[config.mk]
export PLATFORM = sky130hd
export DESIGN_NAME = linked_list_deque_engine_flat
export DESIGN_NICKNAME = d
export VERILOG_FILES = /design/src/rtl/lld_pkg.sv /design/src/rtl/lld_ifs.sv /design/src/rtl/lld_node_mem.sv /design/src/rtl/lld_free_stack.sv /design/src/rtl/linked_list_deque_engine.sv /design/src/flat_wrapper.sv
export VERILOG_INCLUDE_DIRS = /design/src /design/src/rtl
export SDC_FILE = /design/constraint.sdc
export NUM_CORES = 1
export LEC_CHECK = 0
export BUFFER_PORTS_ARGS = -buffer_cell sky130_fd_sc_hd__buf_2
export CORE_AREA = 5 5 259 261
export CTS_BUF_LIST = sky130_fd_sc_hd__clkbuf_8
export DETAILED_ROUTE_END_ITERATION = 10
export DIE_AREA = 0 0 264 266
export PLACE_DENSITY_LB_ADDON = 0.15
export SYNTH_ARGS = -nofsm -noshare
export SYNTH_HDL_FRONTEND = slang
export SYNTH_HIERARCHICAL = 1
export SYNTH_SLANG_ARGS = --single-unit
[constraint.sdc]
create_clock -name i_clk -period 5.3 [get_ports i_clk]
set_input_delay 0.795 -clock i_clk [delete_from_list [all_inputs] [get_ports i_clk]]
set_output_delay 0.795 -clock i_clk [all_outputs]
set_load 0.05 [all_outputs]
[src/rtl/linked_list_deque_engine_assert.svh]
// assertion macros for the linked list deque engine
// no dependencies; included by files that carry concurrent checks
`ifndef LINKED_LIST_DEQUE_ENGINE_ASSERT_SVH
`define LINKED_LIST_DEQUE_ENGINE_ASSERT_SVH

// same-cycle implication, disabled while in reset
`define LLD_ASSERT_NOW(label, clk, rst_n, ante, cons, msg) \
    label: assert property (@(posedge clk) disable iff (!rst_n) (ante) |-> (cons)) \
        else $error(msg);

// next-cycle implication, disabled while in reset
`define LLD_ASSERT_NEXT(label, clk, rst_n, ante, cons, msg) \
    label: assert property (@(posedge clk) disable iff (!rst_n) (ante) |=> (cons)) \
        else $error(msg);

`endif

[src/rtl/lld_pkg.sv]
// shared types and field widths of the linked list deque engine
// no dependencies
package lld_pkg;

    localparam int FUNC_W   = 3;
    localparam int DATA_W   = 32;
    localparam int HANDLE_W = 4;
    localparam int STATUS_W = 2;
    localparam int COUNT_W  = 5;

    typedef enum logic [FUNC_W-1:0] {
        FN_PUSH_FRONT   = 3'd0,
        FN_PUSH_BACK    = 3'd1,
        FN_POP_FRONT    = 3'd2,
        FN_POP_BACK     = 3'd3,
        FN_INSERT_AFTER = 3'd4,
        FN_REMOVE       = 3'd5
    } t_func;

    typedef enum logic [STATUS_W-1:0] {
        ST_OK    = 2'd0,
        ST_FULL  = 2'd1,
        ST_EMPTY = 2'd2,
        ST_DEAD  = 2'd3
    } t_status;

    // write enables of the node memory fields
    typedef struct packed {
        logic value;
        logic live;
        logic next;
        logic prev;
    } t_node_we;

    typedef struct packed {
        t_status                    status;
        logic [HANDLE_W-1:0]        used_handle;
        logic signed [DATA_W-1:0]   removed_value;
        logic [COUNT_W-1:0]         entry_count;
    } t_result;

endpackage

[src/rtl/lld_ifs.sv]
// request and response channel interfaces of the deque engine
// depends on lld_pkg for the field widths
interface lld_req_if import lld_pkg::*; ();
    logic                       valid;
    logic                       ready;
    logic [FUNC_W-1:0]          func;
    logic signed [DATA_W-1:0]   data_value;
    logic [HANDLE_W-1:0]        node_handle;

    modport source (output valid, output func, output data_value, output node_handle,
                    input ready);
    modport sink   (input valid, input func, input data_value, input node_handle,
                    output ready);
endinterface

interface lld_rsp_if import lld_pkg::*; ();
    logic                       valid;
    logic                       ready;
    logic [STATUS_W-1:0]        status;
    logic [HANDLE_W-1:0]        used_handle;
    logic signed [DATA_W-1:0]   removed_value;
    logic [COUNT_W-1:0]         entry_count;

    modport source (output valid, output status, output used_handle, output removed_value,
                    output entry_count, input ready);
    modport sink   (input valid, input status, input used_handle, input removed_value,
                    input entry_count, output ready);
endinterface

[src/rtl/lld_node_mem.sv]
// node pool memory: value, live flag, next and prev link per node
// one registered read port, one write port per field; uses lld_pkg
module lld_node_mem import lld_pkg::*; #(
    parameter int  POOL_NODES = 16,
    parameter int  VALUE_BITS = 32,
    localparam int AW = (POOL_NODES > 1) ? $clog2(POOL_NODES) : 1,
    localparam int IW = $clog2(POOL_NODES + 1)
) (
    input  logic                         i_clk,
    input  logic                         i_rd_en,
    input  logic [AW-1:0]                i_rd_addr,
    output logic signed [VALUE_BITS-1:0] o_rd_value,
    output logic                         o_rd_live,
    output logic [IW-1:0]                o_rd_next,
    output logic [IW-1:0]                o_rd_prev,
    input  t_node_we                     i_we,
    input  logic [AW-1:0]                i_value_addr,
    input  logic [AW-1:0]                i_live_addr,
    input  logic [AW-1:0]                i_next_addr,
    input  logic [AW-1:0]                i_prev_addr,
    input  logic signed [VALUE_BITS-1:0] i_value,
    input  logic                         i_live,
    input  logic [IW-1:0]                i_next,
    input  logic [IW-1:0]                i_prev
);

    logic signed [VALUE_BITS-1:0] r_value_mem [POOL_NODES];
    logic                         r_live_mem  [POOL_NODES];
    logic [IW-1:0]                r_next_mem  [POOL_NODES];
    logic [IW-1:0]                r_prev_mem  [POOL_NODES];

    always_ff @(posedge i_clk) begin
        if (i_we.value) begin
            r_value_mem[i_value_addr] <= i_value;
        end
        if (i_we.live) begin
            r_live_mem[i_live_addr] <= i_live;
        end
        if (i_we.next) begin
            r_next_mem[i_next_addr] <= i_next;
        end
        if (i_we.prev) begin
            r_prev_mem[i_prev_addr] <= i_prev;
        end
    end

    always_ff @(posedge i_clk) begin
        if (i_rd_en) begin
            o_rd_value <= r_value_mem[i_rd_addr];
            o_rd_live  <= r_live_mem[i_rd_addr];
            o_rd_next  <= r_next_mem[i_rd_addr];
            o_rd_prev  <= r_prev_mem[i_rd_addr];
        end
    end

endmodule

[src/rtl/lld_free_stack.sv]
// free node stack in a memory with a low-water mark
// positions below the mark were never written and read as their own index
module lld_free_stack #(
    parameter int  POOL_NODES = 16,
    localparam int AW = (POOL_NODES > 1) ? $clog2(POOL_NODES) : 1,
    localparam int IW = $clog2(POOL_NODES + 1)
) (
    input  logic          i_clk,
    input  logic          i_rst_n,
    input  logic          i_rd,
    input  logic          i_pop,
    input  logic          i_push,
    input  logic [AW-1:0] i_push_idx,
    output logic [AW-1:0] o_idx,
    output logic [IW-1:0] o_top,
    output logic [IW-1:0] o_low
);

    logic [AW-1:0] r_stack [POOL_NODES];
    logic [AW-1:0] r_rdata;
    logic [AW-1:0] r_fresh_idx;
    logic          r_fresh;
    logic [IW-1:0] r_top;
    logic [IW-1:0] r_low;
    logic [IW-1:0] top_m1;

    assign top_m1 = r_top - IW'(1);

    always_ff @(posedge i_clk) begin
        if (i_push) begin
            r_stack[AW'(r_top)] <= i_push_idx;
        end
        if (i_rd) begin
            r_rdata     <= r_stack[AW'(top_m1)];
            r_fresh     <= (top_m1 < r_low);
            r_fresh_idx <= AW'(top_m1);
        end
    end

    always_ff @(posedge i_clk) begin
        if (!i_rst_n) begin
            r_top <= IW'(POOL_NODES);
            r_low <= IW'(POOL_NODES);
        end else if (i_pop) begin
            r_top <= top_m1;
            if (top_m1 < r_low) begin
                r_low <= top_m1;
            end
        end else if (i_push) begin
            r_top <= r_top + IW'(1);
        end
    end

    assign o_idx = r_fresh ? r_fresh_idx : r_rdata;
    assign o_top = r_top;
    assign o_low = r_low;

endmodule

[src/rtl/linked_list_deque_engine.sv]
// channel      dir  fields                                        handshake
// i_req        in   func, data_value, node_handle                 valid/ready
// o_rsp        out  status, used_handle, removed_value, entry_count valid/ready
//
// pops, removes and rejected requests pass execute only, pushes and insert-after
// also a link state writing the neighbor links, since each link field of the node
// memory has one write port and a new node needs its own and its neighbors' links
// reset is synchronous and clears control only; no memory sweep is needed, the
// free stack low-water mark tells which nodes were ever handed out
// a stalled response parks in the output word, the next request is still taken
// depends on lld_pkg, lld_ifs, lld_node_mem, lld_free_stack and the assert header
`include "linked_list_deque_engine_assert.svh"

module linked_list_deque_engine import lld_pkg::*; #(
    parameter int POOL_NODES = 16,
    parameter int VALUE_BITS = 32
) (
    input  logic       i_clk,
    input  logic       i_rst_n,
    lld_req_if.sink    i_req,
    lld_rsp_if.source  o_rsp
);

    localparam int AW = (POOL_NODES > 1) ? $clog2(POOL_NODES) : 1;
    localparam int IW = $clog2(POOL_NODES + 1);
    localparam logic [IW-1:0] NIL = IW'(POOL_NODES);

    typedef enum logic [3:0] {
        S_IDLE = 4'b0001,
        S_EXEC = 4'b0010,
        S_LINK = 4'b0100,
        S_HOLD = 4'b1000
    } t_state;

    t_state                       r_state, n_state;
    t_func                        r_func;
    logic signed [VALUE_BITS-1:0] r_dv;
    logic [AW-1:0]                r_h;
    logic                         r_h_ok;
    logic [AW-1:0]                r_tgt;
    logic [IW-1:0]                r_first, n_first;
    logic [IW-1:0]                r_last, n_last;
    logic [IW-1:0]                r_count, n_count;
    logic [IW-1:0]                r_lnk_p, r_lnk_q;
    logic [AW-1:0]                r_k;
    t_result                      r_res, res_c;
    t_result                      r_out, n_out;
    logic                         r_out_valid, n_out_valid;

    logic                         accept;
    logic                         slot_free;
    logic [AW-1:0]                rd_addr;
    logic                         in_pool;

    logic signed [VALUE_BITS-1:0] rd_value;
    logic                         rd_live;
    logic [IW-1:0]                rd_next, rd_prev;
    t_node_we                     we;
    logic [AW-1:0]                value_addr, live_addr, next_addr, prev_addr;
    logic                         live_wd;
    logic [IW-1:0]                next_wd, prev_wd;

    logic                         fs_pop, fs_push;
    logic [AW-1:0]                fs_idx;
    logic [IW-1:0]                fs_top, fs_low;

    t_status                      exe_status;
    logic                         do_alloc, do_unlink;
    logic [IW-1:0]                alloc_prev, alloc_next;
    logic                         full, h_live, pop_nil;
    logic [IW-1:0]                k_ext;

    assign accept      = i_req.valid && i_req.ready;
    assign i_req.ready = (r_state == S_IDLE);
    assign slot_free   = !r_out_valid || o_rsp.ready;
    assign in_pool     = 32'(i_req.node_handle) < 32'(POOL_NODES);

    always_comb begin
        unique case (t_func'(i_req.func))
            FN_POP_FRONT: rd_addr = AW'(r_first);
            FN_POP_BACK:  rd_addr = AW'(r_last);
            default:      rd_addr = AW'(i_req.node_handle);
        endcase
    end

    lld_node_mem #(
        .POOL_NODES (POOL_NODES),
        .VALUE_BITS (VALUE_BITS)
    ) u_node_mem (
        .i_clk        (i_clk),
        .i_rd_en      (accept),
        .i_rd_addr    (rd_addr),
        .o_rd_value   (rd_value),
        .o_rd_live    (rd_live),
        .o_rd_next    (rd_next),
        .o_rd_prev    (rd_prev),
        .i_we         (we),
        .i_value_addr (value_addr),
        .i_live_addr  (live_addr),
        .i_next_addr  (next_addr),
        .i_prev_addr  (prev_addr),
        .i_value      (r_dv),
        .i_live       (live_wd),
        .i_next       (next_wd),
        .i_prev       (prev_wd)
    );

    lld_free_stack #(
        .POOL_NODES (POOL_NODES)
    ) u_free_stack (
        .i_clk      (i_clk),
        .i_rst_n    (i_rst_n),
        .i_rd       (accept),
        .i_pop      (fs_pop),
        .i_push     (fs_push),
        .i_push_idx (r_tgt),
        .o_idx      (fs_idx),
        .o_top      (fs_top),
        .o_low      (fs_low)
    );

    // request decode, meaningful in the execute cycle
    assign full    = (fs_top == '0);
    assign h_live  = r_h_ok && rd_live;
    assign k_ext   = IW'(fs_idx);
    assign pop_nil = (r_func == FN_POP_FRONT) ? (r_first == NIL) : (r_last == NIL);

    always_comb begin
        exe_status = ST_OK;
        do_alloc   = 1'b0;
        do_unlink  = 1'b0;
        alloc_prev = NIL;
        alloc_next = NIL;
        unique case (r_func) inside
            FN_PUSH_FRONT: begin
                if (full) begin
                    exe_status = ST_FULL;
                end else begin
                    do_alloc   = 1'b1;
                    alloc_next = r_first;
                end
            end
            FN_PUSH_BACK: begin
                if (full) begin
                    exe_status = ST_FULL;
                end else begin
                    do_alloc   = 1'b1;
                    alloc_prev = r_last;
                end
            end
            FN_INSERT_AFTER: begin
                if (!h_live) begin
                    exe_status = ST_DEAD;
                end else if (full) begin
                    exe_status = ST_FULL;
                end else begin
                    do_alloc   = 1'b1;
                    alloc_prev = IW'(r_h);
                    alloc_next = rd_next;
                end
            end
            FN_POP_FRONT, FN_POP_BACK: begin
                if (pop_nil) begin
                    exe_status = ST_EMPTY;
                end else begin
                    do_unlink = 1'b1;
                end
            end
            FN_REMOVE: begin
                if (!h_live) begin
                    exe_status = ST_DEAD;
                end else begin
                    do_unlink = 1'b1;
                end
            end
            default: begin
            end
        endcase
    end

    // memory writes, pointer updates and sequencing
    always_comb begin
        we          = '0;
        value_addr  = fs_idx;
        live_addr   = fs_idx;
        next_addr   = fs_idx;
        prev_addr   = fs_idx;
        live_wd     = 1'b1;
        next_wd     = alloc_next;
        prev_wd     = alloc_prev;
        fs_pop      = 1'b0;
        fs_push     = 1'b0;
        n_first     = r_first;
        n_last      = r_last;
        n_count     = r_count;
        n_state     = r_state;
        n_out       = r_out;
        n_out_valid = r_out_valid && !o_rsp.ready;

        res_c.status        = exe_status;
        res_c.used_handle   = '0;
        res_c.removed_value = '0;
        res_c.entry_count   = COUNT_W'(r_count);

        unique case (r_state)
            S_IDLE: begin
                if (accept) begin
                    n_state = S_EXEC;
                end
            end
            S_EXEC: begin
                if (do_alloc) begin
                    we.value = 1'b1;
                    we.live  = 1'b1;
                    we.next  = 1'b1;
                    we.prev  = 1'b1;
                    fs_pop   = 1'b1;
                    n_count  = r_count + IW'(1);
                    if (alloc_prev == NIL) begin
                        n_first = k_ext;
                    end
                    if (alloc_next == NIL) begin
                        n_last = k_ext;
                    end
                    res_c.used_handle = HANDLE_W'(fs_idx);
                end else if (do_unlink) begin
                    // bridge the neighbors over the node and free it
                    we.live   = 1'b1;
                    live_addr = r_tgt;
                    live_wd   = 1'b0;
                    fs_push   = 1'b1;
                    n_count   = r_count - IW'(1);
                    next_addr = AW'(rd_prev);
                    next_wd   = rd_next;
                    prev_addr = AW'(rd_next);
                    prev_wd   = rd_prev;
                    if (rd_prev != NIL) begin
                        we.next = 1'b1;
                    end else begin
                        n_first = rd_next;
                    end
                    if (rd_next != NIL) begin
                        we.prev = 1'b1;
                    end else begin
                        n_last = rd_prev;
                    end
                    res_c.used_handle   = HANDLE_W'(r_tgt);
                    res_c.removed_value = DATA_W'(rd_value);
                end
                res_c.entry_count = COUNT_W'(n_count);
                if (do_alloc) begin
                    n_state = S_LINK;
                end else if (slot_free) begin
                    n_state     = S_IDLE;
                    n_out_valid = 1'b1;
                    n_out       = res_c;
                end else begin
                    n_state = S_HOLD;
                end
            end
            S_LINK: begin
                // point the neighbors at the new node
                we.next   = (r_lnk_p != NIL);
                next_addr = AW'(r_lnk_p);
                next_wd   = IW'(r_k);
                we.prev   = (r_lnk_q != NIL);
                prev_addr = AW'(r_lnk_q);
                prev_wd   = IW'(r_k);
                if (slot_free) begin
                    n_state     = S_IDLE;
                    n_out_valid = 1'b1;
                    n_out       = r_res;
                end else begin
                    n_state = S_HOLD;
                end
            end
            S_HOLD: begin
                if (slot_free) begin
                    n_state     = S_IDLE;
                    n_out_valid = 1'b1;
                    n_out       = r_res;
                end
            end
            default: begin
                n_state = S_IDLE;
            end
        endcase
    end

    always_ff @(posedge i_clk) begin
        if (!i_rst_n) begin
            r_state     <= S_IDLE;
            r_first     <= NIL;
            r_last      <= NIL;
            r_count     <= '0;
            r_out_valid <= 1'b0;
        end else begin
            r_state     <= n_state;
            r_first     <= n_first;
            r_last      <= n_last;
            r_count     <= n_count;
            r_out_valid <= n_out_valid;
        end
    end

    always_ff @(posedge i_clk) begin
        if (accept) begin
            r_func <= t_func'(i_req.func);
            r_dv   <= VALUE_BITS'(i_req.data_value);
            r_h    <= AW'(i_req.node_handle);
            r_h_ok <= in_pool && (IW'(AW'(i_req.node_handle)) >= fs_low);
            r_tgt  <= rd_addr;
        end
        if (r_state == S_EXEC) begin
            r_res   <= res_c;
            r_lnk_p <= alloc_prev;
            r_lnk_q <= alloc_next;
            r_k     <= fs_idx;
        end
        r_out <= n_out;
    end

    assign o_rsp.valid         = r_out_valid;
    assign o_rsp.status        = r_out.status;
    assign o_rsp.used_handle   = r_out.used_handle;
    assign o_rsp.removed_value = r_out.removed_value;
    assign o_rsp.entry_count   = r_out.entry_count;

    `LLD_ASSERT_NEXT(a_accept_exec, i_clk, i_rst_n, accept, r_state == S_EXEC,
        "accepted word did not enter execute")
    `LLD_ASSERT_NOW(a_pool_balance, i_clk, i_rst_n, r_state == S_IDLE,
        32'(r_count) + 32'(fs_top) == 32'(POOL_NODES), "live plus free nodes off pool size")
    `LLD_ASSERT_NOW(a_ends_empty, i_clk, i_rst_n, r_state == S_IDLE,
        ((r_first == NIL) == (r_count == '0)) && ((r_last == NIL) == (r_count == '0)),
        "list ends disagree with live count")
    `LLD_ASSERT_NOW(a_link_ok, i_clk, i_rst_n, r_state == S_LINK,
        r_res.status == ST_OK, "link writeback after a rejected request")

endmodule
[src/flat_wrapper.sv]
// flat-port wrapper written by rule: the top's interface ports become plain ports
module linked_list_deque_engine_flat import lld_pkg::*;
#(
    parameter int POOL_NODES = 16,
    parameter int VALUE_BITS = 32
)
  (i_clk, i_rst_n, i_req_valid, i_req_func, i_req_data_value, i_req_node_handle, i_req_ready, o_rsp_valid, o_rsp_status, o_rsp_used_handle, o_rsp_removed_value, o_rsp_entry_count, o_rsp_ready);
  lld_req_if i_req_i ();
  lld_rsp_if o_rsp_i ();
  input  logic i_clk;
  input  logic i_rst_n;
  input wire logic [$bits(i_req_i.valid)-1:0] i_req_valid;
  input wire logic [$bits(i_req_i.func)-1:0] i_req_func;
  input wire logic [$bits(i_req_i.data_value)-1:0] i_req_data_value;
  input wire logic [$bits(i_req_i.node_handle)-1:0] i_req_node_handle;
  output wire logic [$bits(i_req_i.ready)-1:0] i_req_ready;
  output wire logic [$bits(o_rsp_i.valid)-1:0] o_rsp_valid;
  output wire logic [$bits(o_rsp_i.status)-1:0] o_rsp_status;
  output wire logic [$bits(o_rsp_i.used_handle)-1:0] o_rsp_used_handle;
  output wire logic [$bits(o_rsp_i.removed_value)-1:0] o_rsp_removed_value;
  output wire logic [$bits(o_rsp_i.entry_count)-1:0] o_rsp_entry_count;
  input wire logic [$bits(o_rsp_i.ready)-1:0] o_rsp_ready;
  assign i_req_i.valid = i_req_valid;
  assign i_req_i.func = i_req_func;
  assign i_req_i.data_value = i_req_data_value;
  assign i_req_i.node_handle = i_req_node_handle;
  assign i_req_ready = i_req_i.ready;
  assign o_rsp_valid = o_rsp_i.valid;
  assign o_rsp_status = o_rsp_i.status;
  assign o_rsp_used_handle = o_rsp_i.used_handle;
  assign o_rsp_removed_value = o_rsp_i.removed_value;
  assign o_rsp_entry_count = o_rsp_i.entry_count;
  assign o_rsp_i.ready = o_rsp_ready;
  linked_list_deque_engine #(.POOL_NODES(POOL_NODES), .VALUE_BITS(VALUE_BITS)) u_core (.i_clk(i_clk), .i_rst_n(i_rst_n), .i_req(i_req_i), .o_rsp(o_rsp_i));
endmodule
Word-level counts from Yosys, hierarchy flattened
Memories as Yosys holds them, arrays and structs flattened. A register that Yosys moved wholly into a read port is not among the register bits.
Index checks and enable logic that the tools add are counted.
{"block": "op_classes", "n_addsub": 4, "n_mul": 0, "div": 0, "magnitude_cmp": 2, "eq_ne": 28, "shift": 0, "mux": 88, "bitwise_logic": 0, "n_reduce_logical": 19}
{"cell": "$mux W43", "count": 3}
{"cell": "$mux W5", "count": 22}
{"cell": "$pmux W43 S2", "count": 1}
{"cell": "$mux W4", "count": 13}
{"cell": "$pmux W5 S2", "count": 4}
{"cell": "$mux W36", "count": 1}
{"cell": "$mux W32", "count": 1}
{"cell": "$mux W1", "count": 28}
{"cell": "$pmux W4 S2", "count": 3}
{"cell": "$eq A5 B5 Y1 const B", "count": 4}
{"cell": "$ne A5 B5 Y1 const B", "count": 4}
{"cell": "$pmux W4 S4", "count": 1}
{"cell": "$eq A3 B2 Y1 const B", "count": 4}
{"cell": "$reduce_and A4 Y1", "count": 3}
{"cell": "$add A5 B1 Y5 const B", "count": 2}
{"cell": "$ne A2 B1 Y1 const B", "count": 5}
{"cell": "$sub A5 B1 Y5 const B", "count": 2}
{"cell": "$mux W2", "count": 4}
{"cell": "$ne A2 B2 Y1 const B", "count": 4}
{"cell": "$pmux W2 S4", "count": 1}
{"cell": "$eq A3 B3 Y1 const B", "count": 2}
{"cell": "$mux W3", "count": 2}
{"cell": "$pmux W1 S2", "count": 3}
{"cell": "$reduce_bool A2 Y1", "count": 3}
{"cell": "other kinds (15)", "count": 21}
{"block": "totals", "regBits": 179, "latchBits": 0, "mem_bits_rw": 752, "romBits": 0, "out_inout_bits": 45, "memories": 5}
{"memory": "u_core.u_node_mem.r_value_mem", "depth": 16, "width": 32, "read_ports": 1, "rd_clocked_by_memory_dff": 1, "wr": 1, "line_no": "lld_node_mem.sv:27", "rtl": "logic signed [VALUE_BITS-1:0] r_value_mem [POOL_NODES];"}
{"memory": "u_core.u_node_mem.r_next_mem", "depth": 16, "width": 5, "read_ports": 1, "rd_clocked_by_memory_dff": 1, "wr": 1, "line_no": "lld_node_mem.sv:29", "rtl": "logic [IW-1:0] r_next_mem [POOL_NODES];"}
{"memory": "u_core.u_node_mem.r_prev_mem", "depth": 16, "width": 5, "read_ports": 1, "rd_clocked_by_memory_dff": 1, "wr": 1, "line_no": "lld_node_mem.sv:30", "rtl": "logic [IW-1:0] r_prev_mem [POOL_NODES];"}
{"memory": "u_core.u_free_stack.r_stack", "depth": 16, "width": 4, "read_ports": 1, "rd_clocked_by_memory_dff": 1, "wr": 1, "line_no": "lld_free_stack.sv:19", "rtl": "logic [AW-1:0] r_stack [POOL_NODES];"}
{"memory": "u_core.u_node_mem.r_live_mem", "depth": 16, "width": 1, "read_ports": 1, "rd_clocked_by_memory_dff": 1, "wr": 1, "line_no": "lld_node_mem.sv:28", "rtl": "logic r_live_mem [POOL_NODES];"}

Depth between registers and ports, before layout
Gate-level depths: netlist (run 1).
{"block": "depth", "ltp_word": 9, "mapped_depth": 11, "depth_no_buf": 9}

Modules after synthesis
The synthesis (run 1) kept the hierarchy.
{"module": "lld_node_mem", "instances": 1, "cells_per_inst": 1185, "area_per_inst_um2": 27400.0, "seq_area_each_um2": 21951.1}
{"module": "linked_list_deque_engine", "instances": 1, "cells_per_inst": 569, "area_per_inst_um2": 7479.7, "seq_area_each_um2": 4724.5}
{"module": "lld_free_stack", "instances": 1, "cells_per_inst": 219, "area_per_inst_um2": 3520.9, "seq_area_each_um2": 2392.3}

Least setup slack after synthesis (run 1)
No wires, ideal clock.
{"block": "synth_timing", "path_kind": "flip-flop to flip-flop", "startpoint": "register u_core.r_state[3]", "endpoint": "register u_core.r_dv[0] (enable)", "arrival_ps": 4084, "t_required_ps": 4836, "setup_slack_ps": 751, "path_stages_with_launch": 4, "n_path_buf": 0, "path_cell_list": "dfxtp_1 nand2b_1 nor3_1 and2_1"}
{"block": "synth_via", "elab_chain_len": 2}
{"element": "start: declaration", "line_no": "linked_list_deque_engine.sv:35", "rtl": "t_state r_state, n_state;"}
{"element": "start signal: assignment", "line_no": "linked_list_deque_engine.sv:298", "rtl": "r_state <= n_state;"}
{"element": "$eq A4 B1 Y1", "line_no": "linked_list_deque_engine.sv:74", "rtl": "assign i_req.ready = (r_state == S_IDLE);"}
{"element": "net i_req_ready", "line_no": "flat_wrapper.sv:16", "rtl": "output wire logic [$bits(i_req_i.ready)-1:0] i_req_ready;"}
{"element": "$logic_and A1 B1 Y1", "line_no": "linked_list_deque_engine.sv:73", "rtl": "assign accept = i_req.valid && i_req.ready;"}
{"element": "net u_core.accept", "line_no": "linked_list_deque_engine.sv:50", "rtl": "logic accept;"}
{"element": "end signal: assignment", "line_no": "linked_list_deque_engine.sv:309", "rtl": "r_dv <= VALUE_BITS'(i_req.data_value);"}
{"element": "end: declaration", "line_no": "linked_list_deque_engine.sv:37", "rtl": "logic signed [VALUE_BITS-1:0] r_dv;"}
The timed path passes the listed nets, and every way through them passes these cells.
A chain may end at the register's enable or synchronous reset.

Worst setup path in the final report (run 1)
{"block": "layout_timing", "startpoint": "register u_core.r_state[0]", "endpoint": "memory u_core/u_node_mem/r_prev_mem[10][3] in the netlist's numbering (enable)"}
{"block": "layout_via", "word_cells_on_any_way": 6, "classes_between": "eq/ne (2); mux (4)"}
{"element": "$eq A4 B3 Y1 / $eq A4 B2 Y1 (equally long branches)", "line_no": "linked_list_deque_engine.sv:205", "rtl": "unique case (r_state)"}
{"element": "$pmux W4 S2 (*)", "line_no": "linked_list_deque_engine.sv:205"}
{"element": "net u_core.prev_addr[1]", "line_no": "linked_list_deque_engine.sv:59", "rtl": "logic [AW-1:0] value_addr, live_addr, next_addr, prev_addr;"}
{"element": "end: declaration", "line_no": "lld_node_mem.sv:30"}
Mark *: on every way through the listed nets, which the timed path passes. The rest lies on a longest branch.

==> results.json, run 1 <==
{
  "status": "complete, no violations",
  "h-tree-depth": 4,
  "grt_usage_pct": 23.9,
  "dp.cells": 2873,
  "ys_warn_count": 6,
  "crit_slowest_cell": "or4b_1",
  "final_nets": 2232,
  "fmax_mhz": 248,
  "period_share_pct": 76.1,
  "holdBufCountCts": 0,
  "layout_commonest_cell": "edfxtp_1",
  "instances_no_fill": 3149,
  "min_period_ps": 4030,
  "comb_power_share_pct": 5.8,
  "cap_violations": 0,
  "drive_gt1_share_pct": 26.9,
  "avgSynthCellArea_um2": 19.5,
  "ios": 88,
  "mostFrequentLayoutCells": "948 x edfxtp_1, 184 x mux4_2, 160 x clkbuf_8, 124 x nand2_1, 94 x a22oi_1",
  "reg2reg_slack_ps": 1270,
  "hp-class": "input pin to flip-flop",
  "grt_pass1_vias": 20400,
  "path_clk_slew_ps": 60,
  "power_mw": 15.5,
  "cts_root_buffer": "clkbuf_8",
  "place_congestion": 0.898,
  "cts_inserted_buffers": 154,
  "antenna_found_initial": 3,
  "worstRegToRegCells": 7,
  "register_area_mm2": 0.0291,
  "post_cts_buffers": 0,
  "critPathMaxFanout": 31,
  "die_w_um": 264,
  "hold_end": "u_core/r_dv[19]",
  "r2r_end": "u_core/u_node_mem/r_prev_mem[10][3]",
  "nFillCells": 4272,
  "wirelength_um": 83600,
  "powerDensity_mw_per_mm2": 362,
  "synthArstFlopShare_pct": 0,
  "hold_violations": 0,
  "wl_per_cell_um": 26.5,
  "drtPass1Iterations": 5,
  "synth_ff_type": "edfxtp_1",
  "fp.dieH_um": 266,
  "clk_latency_ps": 810,
  "synth.net_count": 2031,
  "relSlewSlack_pct": 20.9,
  "power_frac_clock_pct": 36.9,
  "viasPerCell": 6.25,
  "cp.depth": 7,
  "slew_viol_final": 0,
  "grt_start_max_net_pins": 107,
  "ctsResizeCount": 0,
  "cts_max_path_buffers": 3,
  "clock-sinks": 978,
  "rsz0062_at_grt": "false",
  "grt_pass1_wl_um": 126000,
  "ys_types": 79,
  "worstPathCellList": "or4b_1, clkinv_2, buf_4, nand2_4, o211ai_1, nand2b_1, nor2_1",
  "cp-start-kind": "flip-flop",
  "crit_buf_inv": 2,
  "ys_seq_elements": 978,
  "critPathMaxStageDelay_ps": 850,
  "synthToLayoutAreaGrowth_pct": 11.4,
  "leakage_nw": 14.1,
  "synth_edf_count": 948,
  "seqPwrFrac_pct": 57.3,
  "worstHoldStart": "i_req_data_value[19]",
  "mappedNetlistArea_mm2": 0.0384,
  "ant_nets": 0,
  "syn-instance-count": 1973,
  "hpwl_um": 48000,
  "vdd_drop_max_v": 0.000280,
  "required_ps": 5730,
  "initial_core_util_pct": 59.8,
  "hold-path-cell-count": 1,
  "worst_pin_slew_ps": 1190,
  "die-area_mm2": 0.0702,
  "core_area_mm2": 0.0642,
  "setup_tns_ps": 0,
  "crit_path_end_kind": "flip-flop",
  "multi_input_area_mm2": 0.00890,
  "swShare_pct": 23.2,
  "skew_ps": 36.2,
  "p_sw_mw": 3.60,
  "critPathArrivalTime_ps": 4460,
  "port_buffers": 87,
  "row_count": 93,
  "reg2reg_from": "u_core/r_state[0]",
  "initialDrtViolationCount": 1917,
  "critPathKind": "flip-flop to flip-flop",
  "via_count": 19700,
  "synth-seq-area-share_pct": 75.7,
  "grt_overflow_total": 0,
  "holdWs_ps": 167,
  "p_int_mw": 11.9,
  "cts_tree": "done",
  "critical_path.top_delay_family": "simple AND/OR/NAND/NOR gates",
  "finalSetupViolations": 0,
  "drc": 0
}
cells in the mapped netlist (17+ instances only):
cell type / count / area share [%]
a22oi_1: 94 / 1.8
mux2i_1: 17 / 0.44
edfxtp_1: 948 / 74
o21ai_0: 20 / 0.26
nor3_1: 26 / 0.34
mux4_2: 184 / 11
nand3_1: 24 / 0.31
clkbuf_1: 48 / 0.47
and2_1: 39 / 0.64
inv_1: 22 / 0.22
nand2_1: 124 / 1.2
a21oi_1: 19 / 0.25
nand2b_1: 17 / 0.28
mux2_2: 46 / 1.3
buf_2: 26 / 0.34
nor2_1: 94 / 0.92
dfxtp_1: 30 / 1.6
registers in the layout, summed over array words and instances (netlist names), 32 cells and up:
signal / count
u_core/u_node_mem/r_value_mem: 512
u_core/u_node_mem/r_next_mem: 80
u_core/u_node_mem/r_prev_mem: 80
u_core/u_free_stack/r_stack: 64
u_core/r_res: 43
u_core/o_rsp.removed_value: 32
u_core/r_dv: 32
u_core/u_node_mem/o_rd_value: 32
per-layer routing:
layer | vias up | part of all wire, % | global-route usage [%]
met5 | - | 0.032 | 0
met4 | 4 | 2.3 | 7.58
met3 | 147 | 7.2 | 4.87
met2 | 861 | 49 | 38.8
met1 | 10200 | 41 | 33.4
li1 | 8477 | - | -
cell families after synthesis:
kind of cell	after synthesis	share of synthesized area [%]
compound gates	215	4.23
flops	978	75.7
mux	251	12.9
simple gates	379	4.82
fa+ha+maj	15	0.489
buf+inv	123	1.61
xor+xnor	12	0.293
area by class of cell:
cell class,count,area share [%]
Multi-Input combinational cell,872,20.8
Antenna cell,1,0.00585
Tap cell,855,2.50
Inverter,27,0.240
Timing Repair Buffer,141,2.02
Clock inverter,115,1.29
Clock buffer,160,5.15
Sequential cell,978,68.0
worst max-delay path by stage:
stage / end / slack, ps / start
after detailed placement: u_core/u_node_mem/r_prev_mem[10][4] / 1310 / u_core/r_state[0]
after floorplan: u_core/r_dv[0] / 750 / u_core/r_state[3]
final: u_core/u_node_mem/r_prev_mem[10][3] / 1270 / u_core/r_state[0]
after global placement: u_core/u_node_mem/r_prev_mem[14][2] / 1430 / u_core/r_state[0]
after CTS: u_core/u_node_mem/r_prev_mem[6][3] / 1250 / u_core/r_state[0]
after global routing: u_core/u_node_mem/r_prev_mem[10][3] / 1000 / u_core/r_state[1]
power groups by stage:
stage	registers [mW]	clock network, mW	logic (mW)
after floorplan	9.01	0	0.601
final	8.88	5.71	0.902
after detailed placement	9.04	0	0.904
after CTS	8.88	5.85	0.906
after global routing	8.90	6.23	0.967
after global placement	9.03	0	0.893
metrics by stage:
stage	util (%)	setup slack, ps	cell area, um^2
3_5_place_dp	62.3	1310	40000
6_report	66.6	1270	42800
4_1_cts	66.6	1250	42800
2_1_floorplan	-	751	38400
3_3_place_gp	62.3	1430	40000
5_1_grt	66.6	1000	42800
Note: power is estimated with default switching activity, not from simulation.
==> run 2: changes to the inputs <==
--- a/config.mk
+++ b/config.mk
@@ -7,10 +7,10 @@
 export NUM_CORES = 1
 export LEC_CHECK = 0
 export BUFFER_PORTS_ARGS = -buffer_cell sky130_fd_sc_hd__buf_2
-export CORE_AREA = 5 5 259 261
+export CORE_AREA = 5 5 264 266
 export CTS_BUF_LIST = sky130_fd_sc_hd__clkbuf_8
 export DETAILED_ROUTE_END_ITERATION = 10
-export DIE_AREA = 0 0 264 266
+export DIE_AREA = 0 0 269 271
 export PLACE_DENSITY_LB_ADDON = 0.15
 export SYNTH_ARGS = -nofsm -noshare
 export SYNTH_HDL_FRONTEND = slang
==> constraint.sdc (replaced) <==
create_clock -name i_clk -period 3.45 [get_ports i_clk]
set_input_delay 0.5175 -clock i_clk [delete_from_list [all_inputs] [get_ports i_clk]]
set_output_delay 0.5175 -clock i_clk [all_outputs]
set_load 0.05 [all_outputs]
==> run 2 against run 1 <==
Effect of this change:
- design area is 2.9% higher
- hold slack worse by 65 ps
- register-to-register slack worse by 1000 ps
- sequential share of layout area is 1.9 points lower
==> results.json, run 2 (synthesis gave the netlist of run 1 again) <==
{
  "path_clk_slew_ps": 60,
  "die-area_mm2": 0.0729,
  "clk_latency_ps": 790,
  "final_nets": 2337,
  "initial_core_util_pct": 57.5,
  "hpwl_um": 50400,
  "worstRegToRegCells": 8,
  "initialDrtViolationCount": 1851,
  "setup_tns_ps": 0,
  "reg2reg_from": "u_core/r_func[2]",
  "ant_nets": 0,
  "wl_per_cell_um": 26.2,
  "critPathArrivalTime_ps": 3620,
  "powerDensity_mw_per_mm2": 552,
  "cts_root_buffer": "clkbuf_8",
  "cts_max_path_buffers": 3,
  "viasPerCell": 6.15,
  "period_share_pct": 93.0,
  "critPathKind": "flip-flop to flip-flop",
  "ios": 88,
  "grt_start_max_net_pins": 44,
  "drive_gt1_share_pct": 28.6,
  "largestRegisters": "u_core/u_node_mem/r_value_mem x512, u_core/u_node_mem/r_next_mem x80, u_core/u_node_mem/r_prev_mem x80",
  "crit_path_end_kind": "flip-flop",
  "largest_reg_flops": 512,
  "fmax_mhz": 312,
  "grt_usage_pct": 23.8,
  "skew_ps": 28.9,
  "worstHoldStart": "o_rsp_ready",
  "via_count": 20100,
  "slew_viol_final": 0,
  "drc": 0,
  "port_buffers": 87,
  "required_ps": 3860,
  "hold-path-cell-count": 4,
  "critPathMaxFanout": 11,
  "holdWs_ps": 102,
  "place_congestion": 0.878,
  "grt_pass1_wl_um": 129000,
  "hold_end": "u_core/r_state[3]",
  "worst_pin_slew_ps": 831,
  "min_period_ps": 3210,
  "drtPass1Iterations": 6,
  "relSlewSlack_pct": 44.6,
  "cts_inserted_buffers": 155,
  "post_cts_buffers": 0,
  "synthToLayoutAreaGrowth_pct": 14.6,
  "hp-class": "input pin to flip-flop",
  "vdd_drop_max_v": 0.000408,
  "ctsResizeCount": 0,
  "cp-start-kind": "flip-flop",
  "grt_pass1_vias": 20800,
  "core_area_mm2": 0.0668,
  "row_count": 95,
  "grt_overflow_total": 0,
  "status": "complete, no violations",
  "fp.dieH_um": 271,
  "rsz0062_at_grt": "false",
  "finalSetupViolations": 0,
  "holdBufCountCts": 40,
  "layout_commonest_cell": "edfxtp_1",
  "reg2reg_slack_ps": 240,
  "antenna_found_initial": 5,
  "largest-register": "u_core/u_node_mem/r_value_mem",
  "h-tree-depth": 4,
  "r2r_end": "u_core/u_node_mem/r_next_mem[1][0]",
  "cap_violations": 0,
  "mostFrequentLayoutCells": "948 x edfxtp_1, 184 x mux4_2, 156 x clkbuf_8, 124 x nand2_1, 100 x buf_4",
  "cts_tree": "done",
  "wirelength_um": 85800,
  "die_w_um": 269,
  "leakage_nw": 14.7,
  "clock-sinks": 978,
  "hold_violations": 0
}
## run 2: changes by cell type in the layout (fill, tap and decap cells not counted), moves of 3 or more
cell	before	now
buf_12	2	18
clkbuf_8	160	156
buf_4	52	100
nor3_4	0	4
inv_1	72	63
dlygate4sd3_1	0	40
bufinv_16	1	7
nor3_2	4	0
clkinv_2	20	23
clkinv_1	36	40
## run 2: routing by layer
layer	share of wire, %	track usage [%]
met1	42	34.6
met2	49	37.9
met3	6.6	4.37
met4	1.9	6.37
met5	0	0
## run 2: worst max-delay path by stage
| stage | start | end | slack, ps | depth (start not counted) |
|---|---|---|---|---|
| after floorplan | u_core/r_state[1] | u_core/u_node_mem/r_value_mem[1][0] | -240 | 6 |
| after global placement | u_core/r_state[1] | u_core/u_node_mem/r_value_mem[0][16] | 340 | 6 |
| after detailed placement | u_core/r_first[1] | u_core/u_node_mem/r_prev_mem[12][4] | 300 | 8 |
| after CTS | u_core/r_func[2] | u_core/u_node_mem/r_next_mem[1][0] | 260 | 8 |
| after global routing | u_core/r_func[2] | u_core/u_node_mem/r_next_mem[1][0] | 80 | 8 |
| final | u_core/r_func[2] | u_core/u_node_mem/r_next_mem[1][0] | 240 | 8 |
## run 2: metrics by stage
step | power [mW] | worst slack [ps] | utilization (%) | instance area [um^2] | instances
final | 24.3 | 243 | 65.9 | 44000 | 3274
after global routing | 25.3 | 82.5 | 65.9 | 44000 | 3274
after CTS | 24.5 | 261 | 65.9 | 44000 | 3271
after detailed placement | 15.4 | 304 | 61.0 | 40700 | 2955
after global placement | 15.3 | 344 | 61.0 | 40700 | 2955
after floorplan | 14.8 | -235 | - | 38400 | 1973
## run 2: layout make-up
class                   count  area (um^2)
flip-flops and latches    978        29100
fillers                  4559        22800
multi-input cells         872         8930
clock buffers             156         2150
repair buffers            245         1950
well taps                 873         1090
clock inverters           120          731
inverters                  27          103
diodes                      3         7.51
## run 2: where the power goes
part	internal, mW	switching, mW	total (mW)	leakage (nW)
logic	0.592	0.923	1.51	4.19
clock network	4.77	4.40	9.17	1.62
registers	13.4	0.261	13.6	8.87
## run 2: critical path, stage by stage (launching register included)
cell and delay, ps:
edfxtp_1 590, and3_1 320, nand3_1 120, buf_4 180, o211ai_4 110, nand2_1 150
o21ai_0 390, or3b_2 540, nor2_1 430
